<file path="config.mk">
export PLATFORM = sky130hd
export DESIGN_NAME = rgb_to_hsv_pixel_flat
export DESIGN_NICKNAME = d
export VERILOG_FILES = /design/src/rtl/rhsv_pkg.sv /design/src/rtl/rhsv_word_if.sv /design/src/rtl/rhsv_front.sv /design/src/rtl/rhsv_div.sv /design/src/rtl/rhsv_back.sv /design/src/rtl/rgb_to_hsv_pixel.sv /design/src/flat_wrapper.sv
export SDC_FILE = /design/constraint.sdc
export NUM_CORES = 1
export LEC_CHECK = 0
export BUFFER_PORTS_ARGS = -buffer_cell sky130_fd_sc_hd__buf_4
export CAP_MARGIN = 20
export CORE_ASPECT_RATIO = 0.9
export CORE_UTILIZATION = 57
export DETAILED_ROUTE_END_ITERATION = 8
export GPL_TIMING_DRIVEN = 0
export PLACE_DENSITY_LB_ADDON = 0.25
export SKIP_CTS_REPAIR_TIMING = 1
export SYNTH_ARGS = -nofsm -noshare
export SYNTH_HDL_FRONTEND = slang
export SYNTH_SLANG_ARGS = --single-unit
</file>
<file path="constraint.sdc">
create_clock -name clk -period 5.4 [get_ports clk]
set_input_delay 0 -clock clk [delete_from_list [all_inputs] [get_ports clk]]
set_output_delay 0 -clock clk [all_outputs]
set_load 0.05 [all_outputs]
</file>
<file path="src/rtl/rhsv_pkg.sv">
// types, constants and helpers shared by the rgb to hsv pixel pipeline
`timescale 1ns / 1ps
`default_nettype none

package rhsv_pkg;

	localparam int CHAN_W   = 8;
	localparam int HUE_W    = 9;
	localparam int PCT_W    = 7;
	localparam int NUM_W    = 15;
	localparam int QUO_W    = 7;
	localparam int QBIT_W   = $clog2(QUO_W);
	localparam int HSUM_W   = 10;

	localparam logic [6:0]        HUE_MUL    = 7'd60;
	localparam logic [6:0]        PCT_MUL    = 7'd100;
	localparam logic [CHAN_W-1:0] CHAN_FULL  = 8'd255;
	localparam logic [HSUM_W-1:0] HUE_GREEN  = 10'd120;
	localparam logic [HSUM_W-1:0] HUE_BLUE   = 10'd240;
	localparam logic [HSUM_W-1:0] HUE_TURN   = 10'd360;

	typedef enum logic [1:0] {
		SECT_RED,
		SECT_GREEN,
		SECT_BLUE
	} sector_t;

	typedef struct packed {
		logic [CHAN_W-1:0] red;
		logic [CHAN_W-1:0] green;
		logic [CHAN_W-1:0] blue;
		logic [CHAN_W-1:0] alpha;
	} pixel_t;

	typedef struct packed {
		logic [HUE_W-1:0]  hue;
		logic [PCT_W-1:0]  saturation;
		logic [PCT_W-1:0]  brightness;
		logic [CHAN_W-1:0] alpha_out;
	} hsv_t;

	typedef struct packed {
		logic [NUM_W-1:0]  rem;
		logic [CHAN_W-1:0] den;
		logic [QUO_W-1:0]  quo;
	} div_lane_t;

	typedef struct packed {
		sector_t           sector;
		logic              neg;
		logic              hue_zero;
		logic              sat_zero;
		logic [CHAN_W-1:0] alpha;
	} side_t;

	typedef struct packed {
		div_lane_t hue;
		div_lane_t sat;
		div_lane_t val;
		side_t     side;
	} div_word_t;

	function automatic div_lane_t div_step(div_lane_t l, logic [QBIT_W-1:0] bit_idx);
		div_lane_t        r;
		logic [NUM_W-1:0] shifted;
		r       = l;
		shifted = NUM_W'(l.den) << bit_idx;
		if (l.rem >= shifted) begin
			r.rem          = l.rem - shifted;
			r.quo[bit_idx] = 1'b1;
		end
		return r;
	endfunction

endpackage

`default_nettype wire

</file>
<file path="src/rtl/rhsv_word_if.sv">
// valid/ready stream interface carrying one word of a given type
`timescale 1ns / 1ps
`default_nettype none

interface rhsv_word_if #(parameter type word_t = logic [7:0]);
	logic  valid;
	logic  ready;
	word_t data;

	modport source(output valid, output data, input ready);
	modport sink(input valid, input data, output ready);
endinterface

`default_nettype wire

</file>
<file path="src/rtl/rhsv_front.sv">
// front stages: max, min, sector and signed difference, then the numerators
`timescale 1ns / 1ps
`default_nettype none

module rhsv_front (
	input  wire                       clk,
	input  wire                       arst_n,
	input  wire                       in_valid,
	output logic                      in_ready,
	input  wire rhsv_pkg::pixel_t     in_data,
	output logic                      out_valid,
	input  wire                       out_ready,
	output rhsv_pkg::div_word_t       out_data
);

	logic [rhsv_pkg::CHAN_W-1:0] hi_c;
	logic [rhsv_pkg::CHAN_W-1:0] lo_c;
	rhsv_pkg::sector_t           sector_c;
	logic signed [rhsv_pkg::CHAN_W:0] diff_c;

	logic                        valid_s1;
	logic [rhsv_pkg::CHAN_W-1:0] hi_s1;
	logic [rhsv_pkg::CHAN_W-1:0] delta_s1;
	logic [rhsv_pkg::CHAN_W-1:0] mag_s1;
	logic                        neg_s1;
	rhsv_pkg::sector_t           sector_s1;
	logic [rhsv_pkg::CHAN_W-1:0] alpha_s1;

	logic                        valid_s2;
	rhsv_pkg::div_word_t         word_s2;

	logic ready_s1;
	logic ready_s2;

	assign ready_s2 = !valid_s2 || out_ready;
	assign ready_s1 = !valid_s1 || ready_s2;
	assign in_ready = ready_s1;

	always_comb begin
		hi_c = in_data.red;
		if (in_data.green > hi_c) hi_c = in_data.green;
		if (in_data.blue > hi_c) hi_c = in_data.blue;
		lo_c = in_data.red;
		if (in_data.green < lo_c) lo_c = in_data.green;
		if (in_data.blue < lo_c) lo_c = in_data.blue;
		if (hi_c == in_data.red) begin
			sector_c = rhsv_pkg::SECT_RED;
			diff_c   = $signed({1'b0, in_data.green}) - $signed({1'b0, in_data.blue});
		end else if (hi_c == in_data.green) begin
			sector_c = rhsv_pkg::SECT_GREEN;
			diff_c   = $signed({1'b0, in_data.blue}) - $signed({1'b0, in_data.red});
		end else begin
			sector_c = rhsv_pkg::SECT_BLUE;
			diff_c   = $signed({1'b0, in_data.red}) - $signed({1'b0, in_data.green});
		end
	end

	always_ff @(posedge clk or negedge arst_n) begin
		if (!arst_n) begin
			valid_s1 <= 1'b0;
		end else if (ready_s1) begin
			valid_s1 <= in_valid;
		end
	end

	always_ff @(posedge clk) begin
		if (ready_s1 && in_valid) begin
			hi_s1     <= hi_c;
			delta_s1  <= hi_c - lo_c;
			neg_s1    <= diff_c[rhsv_pkg::CHAN_W];
			mag_s1    <= diff_c[rhsv_pkg::CHAN_W] ? rhsv_pkg::CHAN_W'(-diff_c)
			                                      : diff_c[rhsv_pkg::CHAN_W-1:0];
			sector_s1 <= sector_c;
			alpha_s1  <= in_data.alpha;
		end
	end

	always_ff @(posedge clk or negedge arst_n) begin
		if (!arst_n) begin
			valid_s2 <= 1'b0;
		end else if (ready_s2) begin
			valid_s2 <= valid_s1;
		end
	end

	always_ff @(posedge clk) begin
		if (ready_s2 && valid_s1) begin
			word_s2.hue.rem <= rhsv_pkg::NUM_W'(mag_s1) * rhsv_pkg::NUM_W'(rhsv_pkg::HUE_MUL);
			word_s2.hue.den <= delta_s1;
			word_s2.hue.quo <= '0;
			word_s2.sat.rem <= rhsv_pkg::NUM_W'(delta_s1) * rhsv_pkg::NUM_W'(rhsv_pkg::PCT_MUL);
			word_s2.sat.den <= hi_s1;
			word_s2.sat.quo <= '0;
			word_s2.val.rem <= rhsv_pkg::NUM_W'(hi_s1) * rhsv_pkg::NUM_W'(rhsv_pkg::PCT_MUL);
			word_s2.val.den <= rhsv_pkg::CHAN_FULL;
			word_s2.val.quo <= '0;
			word_s2.side.sector   <= sector_s1;
			word_s2.side.neg      <= neg_s1;
			word_s2.side.hue_zero <= (delta_s1 == '0);
			word_s2.side.sat_zero <= (hi_s1 == '0);
			word_s2.side.alpha    <= alpha_s1;
		end
	end

	assign out_valid = valid_s2;
	assign out_data  = word_s2;

endmodule

`default_nettype wire

</file>
<file path="src/rtl/rhsv_div.sv">
// pipelined restoring divider, one quotient bit per stage on three lanes
`timescale 1ns / 1ps
`default_nettype none

module rhsv_div (
	input  wire                       clk,
	input  wire                       arst_n,
	input  wire                       in_valid,
	output logic                      in_ready,
	input  wire rhsv_pkg::div_word_t  in_data,
	output logic                      out_valid,
	input  wire                       out_ready,
	output rhsv_pkg::div_word_t       out_data
);

	localparam int N = rhsv_pkg::QUO_W;

	logic                valid_s [N];
	rhsv_pkg::div_word_t data_s  [N];
	logic                ready_c [N+1];

	assign ready_c[N] = out_ready;

	for (genvar k = 0; k < N; k++) begin : g_stage
		localparam logic [rhsv_pkg::QBIT_W-1:0] BIT = rhsv_pkg::QBIT_W'(N - 1 - k);

		logic                prev_valid;
		rhsv_pkg::div_word_t prev_data;
		rhsv_pkg::div_word_t next_data;

		if (k == 0) begin : g_first
			assign prev_valid = in_valid;
			assign prev_data  = in_data;
		end else begin : g_rest
			assign prev_valid = valid_s[k-1];
			assign prev_data  = data_s[k-1];
		end

		assign ready_c[k] = !valid_s[k] || ready_c[k+1];

		always_comb begin
			next_data     = prev_data;
			next_data.hue = rhsv_pkg::div_step(prev_data.hue, BIT);
			next_data.sat = rhsv_pkg::div_step(prev_data.sat, BIT);
			next_data.val = rhsv_pkg::div_step(prev_data.val, BIT);
		end

		always_ff @(posedge clk or negedge arst_n) begin
			if (!arst_n) begin
				valid_s[k] <= 1'b0;
			end else if (ready_c[k]) begin
				valid_s[k] <= prev_valid;
			end
		end

		always_ff @(posedge clk) begin
			if (ready_c[k] && prev_valid) begin
				data_s[k] <= next_data;
			end
		end
	end

	assign in_ready  = ready_c[0];
	assign out_valid = valid_s[N-1];
	assign out_data  = data_s[N-1];

endmodule

`default_nettype wire

</file>
<file path="src/rtl/rhsv_back.sv">
// final stage: hue sign, sector offset and wrap, zero cases, output register
`timescale 1ns / 1ps
`default_nettype none

module rhsv_back (
	input  wire                       clk,
	input  wire                       arst_n,
	input  wire                       in_valid,
	output logic                      in_ready,
	input  wire rhsv_pkg::div_word_t  in_data,
	output logic                      out_valid,
	input  wire                       out_ready,
	output rhsv_pkg::hsv_t            out_data
);

	logic signed [rhsv_pkg::HSUM_W-1:0] quo_c;
	logic signed [rhsv_pkg::HSUM_W-1:0] hsum_c;
	logic [rhsv_pkg::HSUM_W-1:0]        offset_c;
	rhsv_pkg::hsv_t                     hsv_c;

	logic           valid_q;
	rhsv_pkg::hsv_t hsv_q;

	assign in_ready = !valid_q || out_ready;

	always_comb begin
		quo_c = $signed(rhsv_pkg::HSUM_W'(in_data.hue.quo));
		if (in_data.side.neg) quo_c = -quo_c;
		case (in_data.side.sector)
			rhsv_pkg::SECT_GREEN: offset_c = rhsv_pkg::HUE_GREEN;
			rhsv_pkg::SECT_BLUE:  offset_c = rhsv_pkg::HUE_BLUE;
			default:              offset_c = '0;
		endcase
		hsum_c = quo_c + $signed(offset_c);
		if (hsum_c < 0) hsum_c = hsum_c + $signed(rhsv_pkg::HUE_TURN);

		hsv_c.hue        = in_data.side.hue_zero ? '0 : hsum_c[rhsv_pkg::HUE_W-1:0];
		hsv_c.saturation = in_data.side.sat_zero ? '0 : in_data.sat.quo;
		hsv_c.brightness = in_data.val.quo;
		hsv_c.alpha_out  = in_data.side.alpha;
	end

	always_ff @(posedge clk or negedge arst_n) begin
		if (!arst_n) begin
			valid_q <= 1'b0;
		end else if (in_ready) begin
			valid_q <= in_valid;
		end
	end

	always_ff @(posedge clk) begin
		if (in_ready && in_valid) begin
			hsv_q <= hsv_c;
		end
	end

	assign out_valid = valid_q;
	assign out_data  = hsv_q;

endmodule

`default_nettype wire

</file>
<file path="src/rtl/rgb_to_hsv_pixel.sv">
// top level of the rgba to hsv pixel converter
//
// pixel is a valid/ready sink carrying red, green, blue and alpha, 8 bits each.
// result is a valid/ready source carrying hue in degrees (0..359), saturation
// and brightness in percent (0..100) and alpha_out, a copy of the input alpha.
// a word is taken at each rising clock edge with valid and ready both high.
// throughput is one pixel per clock, a new word each cycle, while not stalled.
// from pixel acceptance to result valid a word passes one stage for
// max, min and sector, one for the numerator products, seven restoring divider
// stages (one quotient bit each, the quotient width sets their number) and one
// output register for the hue offset and wrap.
// every stage has its own valid bit and a local ready, so when the receiver
// stalls the bubbles close up and the block keeps taking pixels until each
// stage holds a word; nothing is lost or repeated.
// arst_n clears all valid bits asynchronously; no result is shown after reset
// until a pixel has gone through.
`timescale 1ns / 1ps
`default_nettype none

module rgb_to_hsv_pixel (
	input  wire  clk,
	input  wire  arst_n,
	rhsv_word_if.sink   pixel,
	rhsv_word_if.source result
);

	logic                front_valid;
	logic                front_ready;
	rhsv_pkg::div_word_t front_data;

	logic                div_valid;
	logic                div_ready;
	rhsv_pkg::div_word_t div_data;

	rhsv_front u_front (
		.clk       (clk),
		.arst_n    (arst_n),
		.in_valid  (pixel.valid),
		.in_ready  (pixel.ready),
		.in_data   (pixel.data),
		.out_valid (front_valid),
		.out_ready (front_ready),
		.out_data  (front_data)
	);

	rhsv_div u_div (
		.clk       (clk),
		.arst_n    (arst_n),
		.in_valid  (front_valid),
		.in_ready  (front_ready),
		.in_data   (front_data),
		.out_valid (div_valid),
		.out_ready (div_ready),
		.out_data  (div_data)
	);

	rhsv_back u_back (
		.clk       (clk),
		.arst_n    (arst_n),
		.in_valid  (div_valid),
		.in_ready  (div_ready),
		.in_data   (div_data),
		.out_valid (result.valid),
		.out_ready (result.ready),
		.out_data  (result.data)
	);

endmodule

`default_nettype wire

</file>
<file path="src/flat_wrapper.sv">
// flat-port wrapper written by rule: the top's interface ports become plain ports
module rgb_to_hsv_pixel_flat 
  (clk, arst_n, pixel_valid, pixel_data, pixel_ready, result_valid, result_data, result_ready);
  rhsv_word_if #(.word_t(rhsv_pkg::pixel_t)) pixel_i ();
  rhsv_word_if #(.word_t(rhsv_pkg::hsv_t)) result_i ();
  input  wire clk;
  input  wire arst_n;
  input wire logic [$bits(pixel_i.valid)-1:0] pixel_valid;
  input wire logic [$bits(pixel_i.data)-1:0] pixel_data;
  output wire logic [$bits(pixel_i.ready)-1:0] pixel_ready;
  output wire logic [$bits(result_i.valid)-1:0] result_valid;
  output wire logic [$bits(result_i.data)-1:0] result_data;
  input wire logic [$bits(result_i.ready)-1:0] result_ready;
  assign pixel_i.valid = pixel_valid;
  assign pixel_i.data = pixel_data;
  assign pixel_ready = pixel_i.ready;
  assign result_valid = result_i.valid;
  assign result_data = result_i.data;
  assign result_i.ready = result_ready;
  rgb_to_hsv_pixel u_core (.clk(clk), .arst_n(arst_n), .pixel(pixel_i), .result(result_i));
endmodule
</file>
==> flow_metrics.env <==
export IMPL_status="finished, final reports clean"
export IMPL_vias=18440
export IMPL_fill_cells=3860
export IMPL_sw_frac_of_total_pct=34.69
export IMPL_slew_violations=0
export IMPL_clkTransAtPathRegs_ps=60
export IMPL_final_setup_viol_count=0
export IMPL_synth_area_mm2=0.03129
export IMPL_critPathArrivalTime_ps=5480
export IMPL_floorplan_rows=81
export IMPL_synth_warnings=0
export IMPL_place_gp_congestion=0.9228
export IMPL_synth_async_sr_flop_share_pct=1.629
export IMPL_p_per_area_mw_per_mm2=604.2
export IMPL_pwr_share_clk_pct=18.8
export IMPL_grt_max_degree=75
export IMPL_finalClockSkew_ps=21.04
export IMPL_cts_root_buf="clkbuf_16"
export IMPL_synth_compound_area_share_pct=8.838
export IMPL_start_util_pct=57.60
export IMPL_critPathKind="in2reg"
export IMPL_fin_nets=2979
export IMPL_synth_edf_count=604
export IMPL_synth_top_family_by_area="adder cells"
export IMPL_grt_pass1_vias=18910
export IMPL_power_internal_mw=14.00
export IMPL_drt_iter0_drc=1110
export IMPL_end_kind="flop"
export IMPL_die_y_um=224.3
export IMPL_grt_ovfl_total=0
export IMPL_cts_tree="yes"
export IMPL_synth_xor_xnor_area_share_pct=5.514
export IMPL_relSlewSlack_pct=24.54
export IMPL_clk_latency_ps=610
export IMPL_seqPwrFrac_pct=40.8
export IMPL_worst_pin_slew_ps=1122
export IMPL_portBuffers=68
export IMPL_synth_flop_cell="edfxtp_1"
export IMPL_wl_per_cell_um=16.27
export IMPL_yosys_area_share_simple_pct=9.649
export IMPL_synth_cell_types=80
export IMPL_fin_tns_setup_ps=0
export IMPL_post_route_period_util_pct=95.00
export IMPL_synth_net_count=2799
export IMPL_cts_max_level=2
export IMPL_grt_use_total_pct=20.38
export IMPL_p_switching_mw=7.440
export IMPL_postSynthCellCount=2477
export IMPL_vdd_drop_max_v=0.0003658
export IMPL_fmax_ghz=0.1949
export IMPL_comb_power_share_pct=40.4
export IMPL_final_common_cell="edfxtp_1"
export IMPL_clock_tree_buffer_depth=3
export IMPL_die_area_mm2=0.05584
export IMPL_muxShareOfSynthArea_pct=1.348
export IMPL_ys_ff_latch=614
export IMPL_cap_viol_max_count=0
export IMPL_syn_area_per_cell_um2=12.63
export IMPL_dpl_hpwl_mm=41.85
export IMPL_die_w_um=249.0
export IMPL_period_needed_ps=5130
export IMPL_synth_seq_area_share_pct=58.77
export IMPL_startpoint_type="input port"
export IMPL_cts_buffers=60
export IMPL_final_cell_mix="edfxtp_1, inv_1, ha_1, nor2_1, nand2_1"
export IMPL_yosys_area_share_adder_pct=12.30
export IMPL_wirelength_mm=55.50
export IMPL_min_path_type="in2reg"
export IMPL_cp_required_ps=5750
export IMPL_avgViaCountPerCell=5.405
export IMPL_postRouteAntennaNets=0
export IMPL_core_mm2=0.05432
export IMPL_rsz0062_at_grt="true"
export IMPL_grt_pass1_wl_mm=91.88
export IMPL_cp_max_fo=10
export IMPL_whs_ps=34.61
export IMPL_drive_gt1_share_pct=9.726
export IMPL_syn2layout_area_growth_pct=13.43
export IMPL_leakagePower_nw=14.18
export IMPL_antenna_found_initial=4
export IMPL_drc=0
export IMPL_hold_viol=0
export IMPL_clkSinkCount=614
export IMPL_drt_pass1_iterations=5
export IMPL_io_pins=69
==> area by class of cell <==
| type | count | area, um2 | share of cell area, % |
|---|---|---|---|
| sequential | 614 | 18390 | 51.81 |
| multi-input combinational | 1573 | 12020 | 33.87 |
| clock buffer | 70 | 1560 | 4.396 |
| timing repair buffer | 118 | 1119 | 3.152 |
| inverter | 261 | 998.5 | 2.813 |
| tap | 705 | 882.1 | 2.485 |
| clock inverter | 39 | 354.1 | 0.9977 |
| buffer | 29 | 161.4 | 0.4548 |
| antenna | 3 | 7.507 | 0.02115 |
==> worst max-delay path: stages <==
cell,delay (ps)
buf_4,150
inv_1,130
ha_4,330
nand3b_2,120
a211oi_4,390
or2_1,150
buf_4,150
buf_6,170
a21oi_4,70
ha_1,280
nor2b_1,150
o21a_1,180
o211a_1,110
a311o_1,350
nor3_4,300
or2_1,160
buf_6,170
mux2_2,400
xnor2_1,150
a21oi_2,130
and4_1,240
buf_6,170
buf_4,180
mux2_1,350
ha_1,260
a21oi_2,150
xnor2_1,70
==> path summary, 6_finish.rpt <==
kind | from | to | slack, ps | depth (start not counted)
worst max-delay path | pixel_data[18] | u_core.u_front.mag_s1[4]$_DFFE_PP_ | 270 | 27
worst min-delay path | pixel_data[27] | u_core.u_front.hi_s1[3]$_DFFE_PP_ | 30 | 5
worst max register to register | u_core.u_div.data_s[3][81]$_DFFE_PP_ | u_core.u_div.data_s[4][90]$_DFFE_PP_ | 1770 | 15
worst min register to register | u_core.u_div.data_s[4][3]$_DFFE_PP_ | u_core.u_div.data_s[5][3]$_DFFE_PP_ | 410 | 0
max in group asynchronous | arst_n | u_core.u_div.out_valid$_DFFE_PN0P_ | 4600 | 3
min in group asynchronous | arst_n | u_core.u_div.g_stage[1].prev_valid$_DFFE_PN0P_ | 450 | 3
==> flip-flops by register name, indices dropped and copies added, names as in the netlist <==
signal                           flops
u_core.u_front.hi_s1                 8
u_core.u_div.data_s                477
u_core.u_div.out_valid               1
u_core.u_front.mag_s1                8
u_core.u_front.neg_s1                1
u_core.u_div.g_stage.prev_valid      6
u_core.u_front.out_data             61
u_core.u_front.alpha_s1              8
u_core.u_front.out_valid             1
u_core.u_front.valid_s1              1
u_core.u_front.sector_s1             2
u_core.u_back.out_data              31
u_core.u_back.out_valid              1
u_core.u_front.delta_s1              8
==> Yosys cell counts, types with 3 or more instances <==
master      n  area [um2]
nor3_1     34       170.2
nand3b_1    3       22.52
or2_2       4       25.02
a21oi_1   148       740.7
mux2i_1    23       230.2
nor2_1    162       608.1
nor4_1     26       162.7
nand3_1    34       170.2
xor2_1     63       551.8
and2_1     27       168.9
or4_1       4       30.03
and4_1      8       70.07
o21bai_1   27       202.7
xnor2_1   134        1174
buf_6       3       33.78
clkbuf_1   21       78.83
edfxtp_1  604       18140
and3_1      8       50.05
nand2_1   143       536.8
a31oi_1     9       56.30
or3_1       8       50.05
nor2b_1    55       344.1
o21a_1     12       90.09
ha_1      250        3128
mux2_2     14       157.7
a211oi_1   10       75.07
o211ai_1    3       22.52
fa_1       36       720.7
nand4_1    24       150.1
inv_1     260       975.9
o21ai_0   115       575.6
a21o_1     63       473.0
o31ai_1    20       150.1
dfrtp_1    10       250.2
a211o_1     3       26.28
nand2b_1   52       325.3
==> kinds of logic (layout without fill, tap and decap cells) <==
| family | after synthesis | count (layout) |
|---|---|---|
| other | 0 | 3 |
| AO/OA/AOI/OAI | 446 | 446 |
| adder cells (fa/ha/maj) | 286 | 286 |
| AND/OR/NAND/NOR | 605 | 605 |
| XOR/XNOR | 197 | 197 |
| multiplexers | 39 | 39 |
| buffers and inverters | 290 | 517 |
| flip-flops | 614 | 614 |
==> through the flow <==
| step | util [%] | cell area, um2 | setup WS, ps | instances | total power [mW] |
|---|---|---|---|---|---|
| floorplan | - | 31320 | -1.506 | 2477 | 15.31 |
| global placement | 60.21 | 32710 | -1340 | 3250 | 16.91 |
| detailed placement | 60.83 | 33050 | -1350 | 3263 | 17.40 |
| CTS | 64.36 | 34960 | -703.7 | 3372 | 21.52 |
| global route | 65.34 | 35490 | -14.69 | 3412 | 23.10 |
| finish | 65.34 | 35490 | 269.8 | 3412 | 21.44 |
==> per-layer routing <==
layer,vias to the layer above,share of wire [%],GRT usage [%]
met4,2,3.2,7.914
met5,-,0.020,0
li1,9288,-,-
met3,113,3.5,3.240
met2,352,50,36.81
met1,8688,43,24.51
==> power groups by stage <==
stage	combinational [mW]	sequential, mW	clock, mW
after floorplan	6.52	8.79	0
after global placement	8.04	8.87	0
after detailed placement	8.56	8.84	0
after CTS	8.64	8.75	4.13
after global routing	9.85	8.93	4.33
final	8.66	8.75	4.04
(Power assumes the default switching activity.)
